### src/rtl/assert_macros.svh
// Assertion macros shared by the RTL of the HSV to RGB converter.
// Depends on nothing; included by the modules that carry assertions.
`ifndef ASSERT_MACROS_SVH
`define ASSERT_MACROS_SVH
`ifndef SYNTHESIS
// Checked property, disabled while reset is asserted.
`define HSV_ASSERT(lbl, clk, rstn, prop) \
	lbl: assert property (@(posedge clk) disable iff (!rstn) prop) \
	else $error("HSV assertion failed");
// Checked property that is also checked while reset is asserted.
`define HSV_ASSERT_ALWAYS(lbl, clk, prop) \
	lbl: assert property (@(posedge clk) prop) \
	else $error("HSV assertion failed");
`else
`define HSV_ASSERT(lbl, clk, rstn, prop)
`define HSV_ASSERT_ALWAYS(lbl, clk, prop)
`endif
`endif

### src/rtl/hsv_pkg.sv
// Types and constants of the HSV to RGB converter.
// Depends on nothing; used by hsv_scale, hsv_to_rgb_converter, the checker and the testbench.
`default_nettype none
package hsv_pkg;

	localparam int CHAN_W = 13;
	localparam int K_W    = 10;

	typedef logic [CHAN_W-1:0] chan_t;
	typedef logic [K_W-1:0]    ramp_t;
	typedef logic [2:0]        sector_t;

	// Hue circle in 1/16 degree units, six sectors of 60 degrees.
	localparam chan_t HUE_FULL   = 13'd5760;
	localparam chan_t HUE_SECTOR = 13'd960;

	// Sector codes, named after the hue span they cover.
	localparam sector_t SEC_R_TO_Y = 3'd0;
	localparam sector_t SEC_Y_TO_G = 3'd1;
	localparam sector_t SEC_G_TO_C = 3'd2;
	localparam sector_t SEC_C_TO_B = 3'd3;
	localparam sector_t SEC_B_TO_M = 3'd4;
	localparam sector_t SEC_M_TO_R = 3'd5;

	// Division by 960 is a shift by 6 and a division by 15. The division by 15
	// is a multiply by ceil(2^21 / 15) and a shift by 21, exact for a 17 bit
	// dividend since the rounding error times the dividend stays below 2^21.
	localparam int         SECTOR_SHIFT = 6;
	localparam int         QUOT_W       = 17;
	localparam int         RECIP_W      = 18;
	localparam int         RECIP_SHIFT  = 21;
	localparam logic [RECIP_W-1:0] RECIP_MUL = 18'd139811;

endpackage
`default_nettype wire

### src/rtl/hsv_scale.sv
// Two stage scaler of the HSV to RGB converter: x = (c * k) / 960.
// Depends on hsv_pkg.
`default_nettype none
module hsv_scale
	import hsv_pkg::*;
(
	input  wire logic  clk,
	input  wire logic  arst_n,
	input  wire logic  in_valid,
	input  wire chan_t c,
	input  wire ramp_t k,
	output logic       x_valid,
	output chan_t      x
);

	localparam int PROD_W = CHAN_W + K_W;
	localparam int DIV_W  = QUOT_W + RECIP_W;

	logic              valid_s3;
	logic              valid_s4;
	logic [PROD_W-1:0] p_s3;
	logic [DIV_W-1:0]  div_s4;
	logic [QUOT_W-1:0] q;

	// Dropping the low six bits divides by 64; the remaining factor is 15.
	assign q = p_s3[SECTOR_SHIFT +: QUOT_W];

	always_ff @(posedge clk or negedge arst_n) begin
		if (!arst_n) begin
			valid_s3 <= 1'b0;
			valid_s4 <= 1'b0;
		end else begin
			valid_s3 <= in_valid;
			valid_s4 <= valid_s3;
		end
	end

	always_ff @(posedge clk) begin
		p_s3   <= PROD_W'(c) * PROD_W'(k);
		div_s4 <= DIV_W'(q) * DIV_W'(RECIP_MUL);
	end

	assign x_valid = valid_s4;
	assign x       = div_s4[RECIP_SHIFT +: CHAN_W];

endmodule
`default_nettype wire

### src/rtl/hsv_to_rgb_converter.sv
// Top level of the HSV to RGB converter: five stage pixel pipeline.
// Depends on hsv_pkg, hsv_scale and assert_macros.svh.
//
//   channel  direction  handshake         words
//   command  in         start, busy       hue, saturation, brightness_value
//   result   out        done (one cycle)  red, green, blue
//
// One word is accepted in every cycle; busy is always low. Each result
// appears with done in order, once its word has passed the pipeline stages:
// clamp and hue wrap, sector search and value times saturation, chroma times
// ramp, the divide by 960 multiply, and the channel mix into the output
// registers. Reset clears only the valid bits.
// The receiver cannot stall, so the pipeline never holds.
`default_nettype none
`include "assert_macros.svh"
module hsv_to_rgb_converter
	import hsv_pkg::*;
#(
	parameter int FRACTION_BITS = 12
) (
	input  wire logic  clk,
	input  wire logic  arst_n,
	input  wire logic  start,
	output logic       busy,
	input  wire chan_t hue,
	input  wire chan_t saturation,
	input  wire chan_t brightness_value,
	output logic       done,
	output chan_t      red,
	output chan_t      green,
	output chan_t      blue
);

	// Unit value of the fixed point format. With thirteen to sixteen fraction
	// bits it lies above any 13 bit input, so the clamp never acts.
	localparam int   ONE_W_BITS = 17;
	localparam logic [ONE_W_BITS-1:0] ONE_W = ONE_W_BITS'(1 << FRACTION_BITS);
	localparam int   VS_W   = 2 * CHAN_W;
	localparam int   VSX_W  = VS_W + 3;

	// Stage 1: clamp saturation and value to one, wrap the hue once.
	logic  valid_s1;
	chan_t h_s1, s_s1, v_s1;
	chan_t s_clamp, v_clamp, h_wrap;

	always_comb begin
		s_clamp = (ONE_W_BITS'(saturation) > ONE_W) ? ONE_W[CHAN_W-1:0] : saturation;
		v_clamp = (ONE_W_BITS'(brightness_value) > ONE_W) ? ONE_W[CHAN_W-1:0]
			: brightness_value;
		h_wrap  = (hue >= HUE_FULL) ? hue - HUE_FULL : hue;
	end

	// Stage 2: find the sector and the ramp inside it, and form value times
	// saturation. Odd sectors ramp down, even sectors ramp up.
	logic            valid_s2;
	sector_t         sector_s2;
	ramp_t           k_s2;
	logic [VS_W-1:0] vs_s2;
	chan_t           v_s2;
	sector_t         sector_d;
	chan_t           base_d;
	ramp_t           rem_d;
	ramp_t           k_d;

	always_comb begin
		if (h_s1 < HUE_SECTOR) begin
			sector_d = SEC_R_TO_Y;
			base_d   = 13'd0;
		end else if (h_s1 < 13'd1920) begin
			sector_d = SEC_Y_TO_G;
			base_d   = 13'd960;
		end else if (h_s1 < 13'd2880) begin
			sector_d = SEC_G_TO_C;
			base_d   = 13'd1920;
		end else if (h_s1 < 13'd3840) begin
			sector_d = SEC_C_TO_B;
			base_d   = 13'd2880;
		end else if (h_s1 < 13'd4800) begin
			sector_d = SEC_B_TO_M;
			base_d   = 13'd3840;
		end else begin
			sector_d = SEC_M_TO_R;
			base_d   = 13'd4800;
		end
		rem_d = K_W'(h_s1 - base_d);
		k_d   = sector_d[0] ? K_W'(HUE_SECTOR) - rem_d : rem_d;
	end

	// Stage 3: chroma is the top bits of value times saturation. The scaler
	// registers chroma times ramp here and the reciprocal product next.
	logic             valid_x;
	chan_t            x_s4;
	logic [VSX_W-1:0] vs_wide;
	chan_t            c_d;
	chan_t            c_s3, m_s3, c_s4, m_s4;
	sector_t          sector_s3, sector_s4;

	assign vs_wide = VSX_W'(vs_s2);
	assign c_d     = vs_wide[FRACTION_BITS +: CHAN_W];

	hsv_scale u_scale (
		.clk      (clk),
		.arst_n   (arst_n),
		.in_valid (valid_s2),
		.c        (c_d),
		.k        (k_s2),
		.x_valid  (valid_x),
		.x        (x_s4)
	);

	// Stage 5: place chroma and the intermediate by sector, add the offset.
	logic  valid_s5;
	chan_t red_s5, green_s5, blue_s5;
	chan_t r_d, g_d, b_d;

	always_comb begin
		case (sector_s4)
			SEC_R_TO_Y: begin
				r_d = c_s4;  g_d = x_s4;  b_d = '0;
			end
			SEC_Y_TO_G: begin
				r_d = x_s4;  g_d = c_s4;  b_d = '0;
			end
			SEC_G_TO_C: begin
				r_d = '0;    g_d = c_s4;  b_d = x_s4;
			end
			SEC_C_TO_B: begin
				r_d = '0;    g_d = x_s4;  b_d = c_s4;
			end
			SEC_B_TO_M: begin
				r_d = x_s4;  g_d = '0;    b_d = c_s4;
			end
			default: begin
				r_d = c_s4;  g_d = '0;    b_d = x_s4;
			end
		endcase
	end

	// Only the valid bits take reset; the payload follows them blindly.
	always_ff @(posedge clk or negedge arst_n) begin
		if (!arst_n) begin
			valid_s1 <= 1'b0;
			valid_s2 <= 1'b0;
			valid_s5 <= 1'b0;
		end else begin
			valid_s1 <= start;
			valid_s2 <= valid_s1;
			valid_s5 <= valid_x;
		end
	end

	always_ff @(posedge clk) begin
		h_s1      <= h_wrap;
		s_s1      <= s_clamp;
		v_s1      <= v_clamp;
		sector_s2 <= sector_d;
		k_s2      <= k_d;
		vs_s2     <= VS_W'(v_s1) * VS_W'(s_s1);
		v_s2      <= v_s1;
		c_s3      <= c_d;
		m_s3      <= v_s2 - c_d;
		sector_s3 <= sector_s2;
		c_s4      <= c_s3;
		m_s4      <= m_s3;
		sector_s4 <= sector_s3;
		red_s5    <= r_d + m_s4;
		green_s5  <= g_d + m_s4;
		blue_s5   <= b_d + m_s4;
	end

	assign busy  = 1'b0;
	assign done  = valid_s5;
	assign red   = red_s5;
	assign green = green_s5;
	assign blue  = blue_s5;

	// Every accepted word yields a result, and no result appears without one;
	// the intermediate never exceeds chroma.
	`HSV_ASSERT(a_result_follows, clk, arst_n, start |-> ##5 done)
	`HSV_ASSERT(a_no_phantom, clk, arst_n, done |-> $past(start, 5))
	`HSV_ASSERT(a_x_le_c, clk, arst_n, valid_x |-> (x_s4 <= c_s4))

endmodule
`default_nettype wire

### config.mk
export PLATFORM = sky130hd
export DESIGN_NAME = hsv_to_rgb_converter
export DESIGN_NICKNAME = d
export VERILOG_FILES = /design/src/rtl/hsv_pkg.sv /design/src/rtl/hsv_scale.sv /design/src/rtl/hsv_to_rgb_converter.sv
export VERILOG_INCLUDE_DIRS = /design/src /design/src/rtl
export SDC_FILE = /design/constraint.sdc
export NUM_CORES = 1
export LEC_CHECK = 0
export BUFFER_PORTS_ARGS = -buffer_cell sky130_fd_sc_hd__buf_2
export CAP_MARGIN = 30
export CELL_PAD_IN_SITES_DETAIL_PLACEMENT = 1
export CELL_PAD_IN_SITES_GLOBAL_PLACEMENT = 1
export CORE_AREA = 2 2 206 208
export CTS_CLUSTER_SIZE = 10
export DETAILED_ROUTE_END_ITERATION = 7
export DIE_AREA = 0 0 208 210
export PLACE_DENSITY = 0.79
export RECOVER_POWER = 100
export SYNTH_ARGS = -nofsm -noshare
export SYNTH_HDL_FRONTEND = slang
export SYNTH_SLANG_ARGS = --single-unit
### constraint.sdc
create_clock -name clk -period 6.8 [get_ports clk]
set_input_delay 1.02 -clock clk [delete_from_list [all_inputs] [get_ports clk]]
set_output_delay 1.02 -clock clk [all_outputs]
set_load 0.005 [all_outputs]
==> metrics, run 1 <==
first-pass GRT wire length 87710 um; Worst slew margin -14.65%; Post-synth EDFFs 0; post-route cell area 21950 um2; synthesized area per cell 9.277 um2; die area 43680 um2; Slew Limit Fails 31; FF-to-FF setup slack 1.09 ns; worst min-delay path class primary input to async pin; Starting DRT DRC Count 541; xor and xnor area share after synthesis 4.243%; Primary FF master, synth dfxtp_1; Seq cells post-synth 210; Post-Place Setup Slack around 1.3 ns; Worst-path clk slew 0.06 ns; # DRC 0; Fin Hold WS 0.2952 ns; setup ws final 1.092 ns; post-synthesis mux area share less than 1%; hold_buf cts 0; reg2reg end u_scale.div_s4[32]; setup violators final 0; Mapped Cells approximately 2200; Worst Skew 0.02109 ns; synthesis-to-finish area growth 7.389%; sequential share of the synthesized area a little over 20%; layout cells sized above 1 about 5.5%; Post-Route Setup TNS 0 ns; num rows 75; Final nets 2821; synth warn 0; num ports 83; initial core utilization 49.27%; Ant. Diodes 0; Worst Tran Pin Value 1.720 ns; Reg2Reg Depth 18; core box area between 40000 and 50000 um2; placed cell area 21280 um2; clk root buf clkbuf_16; placer congestion estimate 0.8544; DRT Pass-1 Iters 5; Top reg by flops u_scale.p_s3; failing checks capacitance limit, slew limit; WP data arrival around 6 ns; period utilization 83.94%; Compound-Gate Fraction of Synth Area 9.642%; gr ovfl total 0; largest net degree at the start of global routing 55; most frequent cells in the layout inv_1 (372), ha_1 (288), nand2_1 (255); clk_lat worst skew between 0.5 and 0.6 ns; vias per cell 5.428; Synth cell types 83; Die Span Y 210 um; worst r2r src u_scale.p_s3[21]; synthesized net count 2778; largest family of logic cells by synthesized area adder cells; Post-CTS Setup Inserts 0; Die W around 210 um; vias in the first global route 17387; Setup crit start u_scale.p_s3[21]; RSZ-0062 raised after global routing no; Crit Path Category flop to flop; DR vias 15176; CTS tree built; antenna-violating nets left 0; CP Max Fanout 6; post-CTS resize count 0; Mapped Area 20440 um2; crit end category flop; initial antenna violation count 0; wirelength, routed 52830 um; asr flop ratio synth 2.381%; DR WL/cell 18.89 um; TritonCTS buffer count 27; Global Route Usage Sum 24.68%; Max Fclk between 150 and 200 MHz; minimum clock period roughly 5.7 ns; Simple-Gate Fraction of Synth Area 14.77%; HPWL after DPL 42330 um; Critical Path RT 7.25 ns; Final Hold Fails 0; CTS max path bufs 3; H-tree depth 1; commonest non-fill, non-tap cell in the layout inv_1; max reg flops 17; outcome finished, violations left; crit start category flop; max-cap viol count 1; area share of fa/ha/maj cells after synthesis 41.63%; PortBufs 81; Clock Sinks 210
==> critical path, cell delays in order (launching register included) <==
cell      delay [ns]
dfxtp_1         0.44
inv_1           0.08
ha_1            0.21
ha_1            0.17
or2_2           0.29
fa_1            0.50
inv_1           0.05
fa_1            0.45
fa_1            0.49
inv_1           0.05
fa_1            0.44
ha_1            0.32
a21o_1          0.18
o211a_1         0.22
o21ai_0         0.34
a311oi_1        0.22
o21ai_0         0.72
o21ai_0         0.25
xnor2_1         0.17
==> per-layer routing <==
metal	GRT usage, %	up-vias	wire (um)
met1	28.85	7686	21440
met5	0	-	0
met2	47.46	283	28240
li1	-	7098	-
met3	2.428	109	1526
met4	7.435	0	1630
==> Yosys cell counts (all sizes together), types with 24 or more instances <==
| master | number | area, um2 |
|---|---|---|
| nor2 | 80 | 300.3 |
| ha | 288 | 3603 |
| o21ai | 55 | 290.3 |
| nor2b | 39 | 244.0 |
| xnor2 | 74 | 648.1 |
| a22o | 30 | 262.8 |
| dfxtp | 205 | 4104 |
| and2 | 135 | 847.1 |
| a21oi | 80 | 422.9 |
| fa | 245 | 4905 |
| nor3 | 24 | 131.4 |
| clkbuf | 67 | 251.5 |
| inv | 372 | 1396 |
| xor2 | 25 | 219.0 |
| nand2 | 256 | 963.4 |
==> kinds of logic after synthesis <==
family          count (synthesis)
simple gates                  616
fa+ha+maj                     533
buf+inv                       446
compound gates                284
flops                         210
xor+xnor                       99
mux                            14
other cells                     1
==> cell type report <==
cell class | count | area (um2)
Sequential cell | 210 | 4229
Fill cell | 4822 | 19530
Clock inverter | 5 | 45.04
Clock buffer | 35 | 757.0
Inverter | 372 | 1396
Multi-Input combinational cell | 1547 | 14430
Tap cell | 539 | 674.4
Timing Repair Buffer | 88 | 416.7
==> how the worst max path moves through the flow <==
stage / endpoint / cells after the start
after floorplan: u_scale.p_s3[21] / 19
after global routing: u_scale.div_s4[32] / 18
after detailed placement: vs_s2[24] / 18
after CTS: vs_s2[24] / 18
after global placement: vs_s2[23] / 17
final: u_scale.div_s4[32] / 18
==> metrics by stage <==
| stage | instances | util (%) |
|---|---|---|
| floorplan | 2203 | - |
| detailed placement | 2756 | 51.30 |
| global placement | 2754 | 51.26 |
| finish | 2796 | 52.91 |
| CTS | 2796 | 53.23 |
| global route | 2796 | 52.91 |
Power of run 1 is not shown: default switching activity piles up to over one toggle a cycle in this logic, so the estimate is an artifact.
==> run 2: changes to the inputs <==
CORE_AREA = 2 2 217 219   (was 2 2 206 208)
DIE_AREA = 0 0 219 221   (was 0 0 208 210)
PLACE_DENSITY = 0.75   (was 0.79)
clock period = 5.1 ns   (was 6.8 ns; I/O delays follow)
==> run 2 against run 1 <==
The flow finishes with violations (setup timing); sequential share of layout area is 0.73 points lower; hold slack worse by 0.24 ns; critical path depth is 2 higher; final area is 6.0% higher; register-to-register slack worse by 1.1 ns; die area is 11% higher; core utilization is 2.4 points lower; cell count is 5.7% higher; global-route usage is 2.3 points lower.
==> metrics, run 2 (same netlist as run 1, synthesis figures left out) <==
Top reg by flops u_scale.p_s3; Slew Limit Fails 0; DR vias 15381; vias in the first global route around 17000; synthesis-to-finish area growth 13.85%; setup ws final -0.03985 ns; max reg flops 17; FF-to-FF setup slack -0.04 ns; worst min-delay path class primary input to async pin; Worst Skew 0.01469 ns; Post-Place Setup Slack -0.1430 ns; DR WL/cell 18.34 um; TritonCTS buffer count 26; clk_lat worst skew 0.55 ns; WP data arrival 5.59 ns; Max Fclk 194.6 MHz; clk root buf clkbuf_16; Global Route Usage Sum between 20% and 30%; Worst-path clk slew 0.06 ns; Die Span Y 221 um; Die W 219 um; gr ovfl total 0; Final nets 2913; first-pass GRT wire length 87390 um; wirelength, routed 54180 um; num ports 83; PortBufs 81; Starting DRT DRC Count 575; period utilization 100.8%; # DRC 0; crit start category flop; commonest non-fill, non-tap cell in the layout inv_1; crit end category flop; Clock Sinks 210; most frequent cells in the layout inv_1 (362), ha_1 (276), nand2_1 (254); Worst Tran Pin Value approximately 0.7 ns; die area 48400 um2; failing checks setup timing; antenna-violating nets left 0; hold_buf cts 0; Critical Path RT 5.55 ns; initial core utilization 44.37%; CTS tree built; outcome finished, violations left; HPWL after DPL 43820 um; largest net degree at the start of global routing 38; core box area 46060 um2; Ant. Diodes 0; Final Hold Fails 0; minimum clock period about 5.1 ns; Crit Path Category flop to flop; DRT Pass-1 Iters 4; Reg2Reg Depth 20; initial antenna violation count 0; reg2reg end vs_s2[23]; num rows 79; max-cap viol count 0; fill count between 5000 and 6000; Worst slew margin between 50 and 60%; placer congestion estimate 0.8433; vias per cell between 5 and 6; CP Max Fanout 4; CTS max path bufs 3; setup violators final 1; layout cells sized above 1 14.40%; H-tree depth 1; RSZ-0062 raised after global routing yes; worst r2r src v_s1[6]
==> run 2: area by class of cell <==
class                   count  area (um2)  share of cell area, %
clock buffers              36       738.2                  3.173
clock inverters             2       23.77                 0.1022
inverters                 372        1396                  6.001
multi-input cells        1547       14830                  63.73
flip-flops and latches    210        4314                  18.54
well taps                 607       759.5                  3.264
repair buffers            181        1209                  5.194
==> run 2: worst max-delay path, stage by stage, from the launching register on <==
cell	delay, ns
dfxtp_2	0.33
buf_4	0.14
and2_4	0.13
fa_1	0.50
inv_2	0.05
fa_2	0.56
inv_1	0.05
fa_1	0.50
inv_2	0.05
fa_2	0.54
inv_1	0.06
fa_2	0.40
ha_1	0.29
nand4_1	0.18
a211oi_4	0.29
o2bb2ai_4	0.20
a31oi_4	0.16
o211ai_4	0.24
buf_6	0.14
a21oi_4	0.04
xnor2_1	0.19
==> run 2: metal layers <==
layer / vias to the layer above / part of all wire [%] / GRT usage [%] / routed length [um]
met5: - / 0 / 0 / 0
met4: 0 / 3.4 / 6.997 / 1832
met3: 101 / 2.8 / 2.502 / 1503
met2: 268 / 53 / 41.56 / 28540
met1: 7740 / 41 / 26.74 / 22310
li1: 7272 / - / - / -
==> run 2: repair_timing <==
item	in CTS	in global routing
setup endpoints to repair	7	23
setup buffers	1	15
pin swaps	4	62
resized for setup	15	114
==> run 2: per-stage QoR <==
stage          utilization, %  instances  TNS (ns)  area, um2  hold WS, ns
3_3_place_gp            47.66       2901         0      21950       0.3105
6_report                50.52       2955  -0.03985      23270      0.05268
4_1_cts                 49.44       2940  -0.04955      22770     0.006283
2_1_floorplan               -       2203         0      20440       0.3096
5_1_grt                 50.52       2955   -0.6953      23270      0.06871
3_5_place_dp            47.66       2901   -0.6736      21950       0.3132
==> run 2: worst max path at each step <==
stage	from	endpoint	slack, ns	depth (start not counted)
after global routing	v_s1[6]	vs_s2[23]	-0.19	20
final	v_s1[6]	vs_s2[23]	-0.04	20
after floorplan	k_s2[1]	u_scale.p_s3[21]	0.09	19
after CTS	v_s1[8]	vs_s2[24]	-0.05	19
after global placement	v_s1[5]	vs_s2[21]	0.03	18
after detailed placement	v_s1[5]	vs_s2[24]	-0.14	18
Power of run 2 is left out for the same reason.
==> run 3: changes to the inputs <==
ABC_AREA = 1   (was default)
CORE_AREA = 2 2 225 227   (was 2 2 217 219)
DIE_AREA = 0 0 227 229   (was 0 0 219 221)
GPL_TIMING_DRIVEN = 0   (was default)
PLACE_DENSITY = 0.77   (was 0.75)
==> run 3 against run 2 <==
The run now ends clean; synthesized area rose by 6.0%; sequential cell count did not move; global-route usage rose by 1.4 points; count of clock-buffer cells in the layout fell by 5; sequential share of layout area fell by 0.67 points; critical path type unchanged; critical endpoint unchanged.
==> metrics, run 3 <==
outcome finished, final reports clean; sequential cell area 4293 um2; synthesized net count 3374; DR vias ~18000; Worst Skew roughly 0.012 ns; clk_lat worst skew 0.56 ns; family with the most delay on the worst path adder cells; core box area 49660 um2; vias per cell 4.974; HPWL after DPL 51610 um; Primary FF master, synth dfxtp_1; Slew Limit Fails 0; multi-input logic area 14740 um2; die area 51980 um2; CP Max Fanout 10; TritonCTS buffer count 27; RSZ-0062 raised after global routing yes; CP Cell Sequence buf_4 > nand2_1 > fa_1 > inv_1 > fa_1 > fa_1 > fa_1 > inv_1 > fa_1 > inv_1 > ha_2 > nand2_1 > nor4_2 > nand2_1 > nand2_2 > nand2_1 > nand3_1 > nand2_1; Ant. Diodes 0; placed cell count 3552; Yosys top cell area share between 20 and 25%; Fin Hold WS 0.3105 ns; Final nets roughly 3500; synthesized area per cell 7.743 um2; WP buf/inv 4; CP Depth 18; WP data arrival 5.38 ns; Worst slew margin 64.05%; Worst Tran Pin Value 0.5392 ns; Seq cells post-synth 210; post-synth top area cell fa_1; H-tree depth 1; synthesis-to-finish area growth 10.81%; Synth top cells by count nand2_1 (683), inv_1 (674), ha_1 (288), fa_1 (245), dfxtp_1 (205); FF-to-FF setup slack 0.17 ns; Crit Path Category flop to flop; Top reg by flops u_scale.p_s3; asr flop ratio synth 2.381%; first-pass GRT wire length 99160 um; antenna-violating nets left 0; Synth area leaders fa_1 (23%), dfxtp_1 (19%), ha_1 (17%); count leader, synth nand2_1; wirelength, routed 60200 um; # DRC 0; layout cells sized above 1 under 10%; setup violators final 0; synth warn 0; num ports 83; Critical Path End vs_s2[23]; period utilization 96.74%; minimum clock period 4.934 ns; max-cap viol count 0; Worst-path clk slew 0.06 ns; crit end category flop; Post-Route Setup TNS 0 ns; most frequent cells in the layout nand2_1 (678), inv_1 (674), ha_1 (286); CTS tree built; Mapped Cells 2799; crit start category flop; commonest non-fill, non-tap cell in the layout nand2_1; Mapped Area 21670 um2; Die W about 230 um; crit-path max cell delay 0.55 ns; Synth cell types 45; PortBufs slightly above 80; largest net degree at the start of global routing 15; worst r2r src v_s1[6]; num rows 82; DRT Pass-1 Iters 5; Clock Sinks between 200 and 250; initial core utilization 43.64%; placer congestion estimate 0.8924; fill count between 6000 and 7000; Final Non-Filler Cells about 3600; clk root buf clkbuf_16; Setup crit start v_s1[6]; max reg flops 17; sequential share of the synthesized area 19.51%; Final Hold Fails 0; Slowest cell on crit path fa_1; Post-synth EDFFs 0; Critical Path RT 5.55 ns; worst min-delay path class primary input to flop; CTS max path bufs 3; Die Span Y roughly 230 um; DR WL/cell 16.81 um; vias in the first global route 20013; gr ovfl total 0; Max Fclk 202.7 MHz; reg2reg end vs_s2[23]; Starting DRT DRC Count around 550; initial antenna violation count 0; Global Route Usage Sum 23.77%; Reg2Reg Depth 18; Core Util, Final between 40% and 50%
[run 3: worst min-delay path by stage]
stage / startpoint / end / cells after the start
2_1_floorplan: c_s3[0] / c_s4[0] / 0
3_3_place_gp: sector_s2[2] / sector_s3[2] / 0
3_5_place_dp: c_s3[12] / c_s4[12] / 0
4_1_cts: start / valid_s1 / 1
5_1_grt: start / valid_s1 / 1
6_report: start / valid_s1 / 1
[run 3: routing by layer]
| metal | up-vias | share of wire (%) | track usage [%] |
|---|---|---|---|
| met4 | 0 | 3.2 | 8.007 |
| met5 | - | 0 | 0 |
| met2 | 247 | 53 | 44.92 |
| met1 | 8777 | 41 | 27.81 |
| li1 | 8667 | - | - |
| met3 | 115 | 2.6 | 2.142 |
[run 3: cell families (layout without fill, tap and decap cells)]
kind of cell,count (synthesis),count (layout),share of synthesized area [%]
AOI/OAI and AO/OA,253,253,6.801
xor gates and xnor gates,75,75,3.031
adders and majority gates,533,533,39.26
buffers and inverters,739,848,12.91
DFF,210,210,19.51
other,1,1,0.01730
and+or+nand+nor,988,988,18.47
[run 3: timing repair]
action / in CTS / in global routing
pin swaps: 1 / 4
hold endpoints to repair: 5 / 0
setup endpoints to repair: 26 / 20
gates cloned: 0 / 0
hold buffers: 1 / 0
gates resized for setup: 76 / 105
setup buffers: 0 / 2
[run 3: metrics by stage]
stage	cell area (um2)	setup slack (ns)
after floorplan	21670	0.2595
after global routing	24020	-0.02045
after CTS	23830	0.003324
after detailed placement	22920	-0.5437
final	24020	0.1660
after global placement	22920	-0.4337
[run 3: layout make-up]
| class | count | area share [%] |
|---|---|---|
| plain buffers | 48 | 1.485 |
| clock buffers | 31 | 2.918 |
| clock inverters | 7 | 0.4481 |
| inverters | 678 | 10.60 |
| multi-input cells | 1850 | 61.39 |
| flip-flops and latches | 210 | 17.88 |
| well taps | 672 | 3.501 |
| repair buffers | 84 | 1.782 |
Power of run 3 is left out for the same reason.
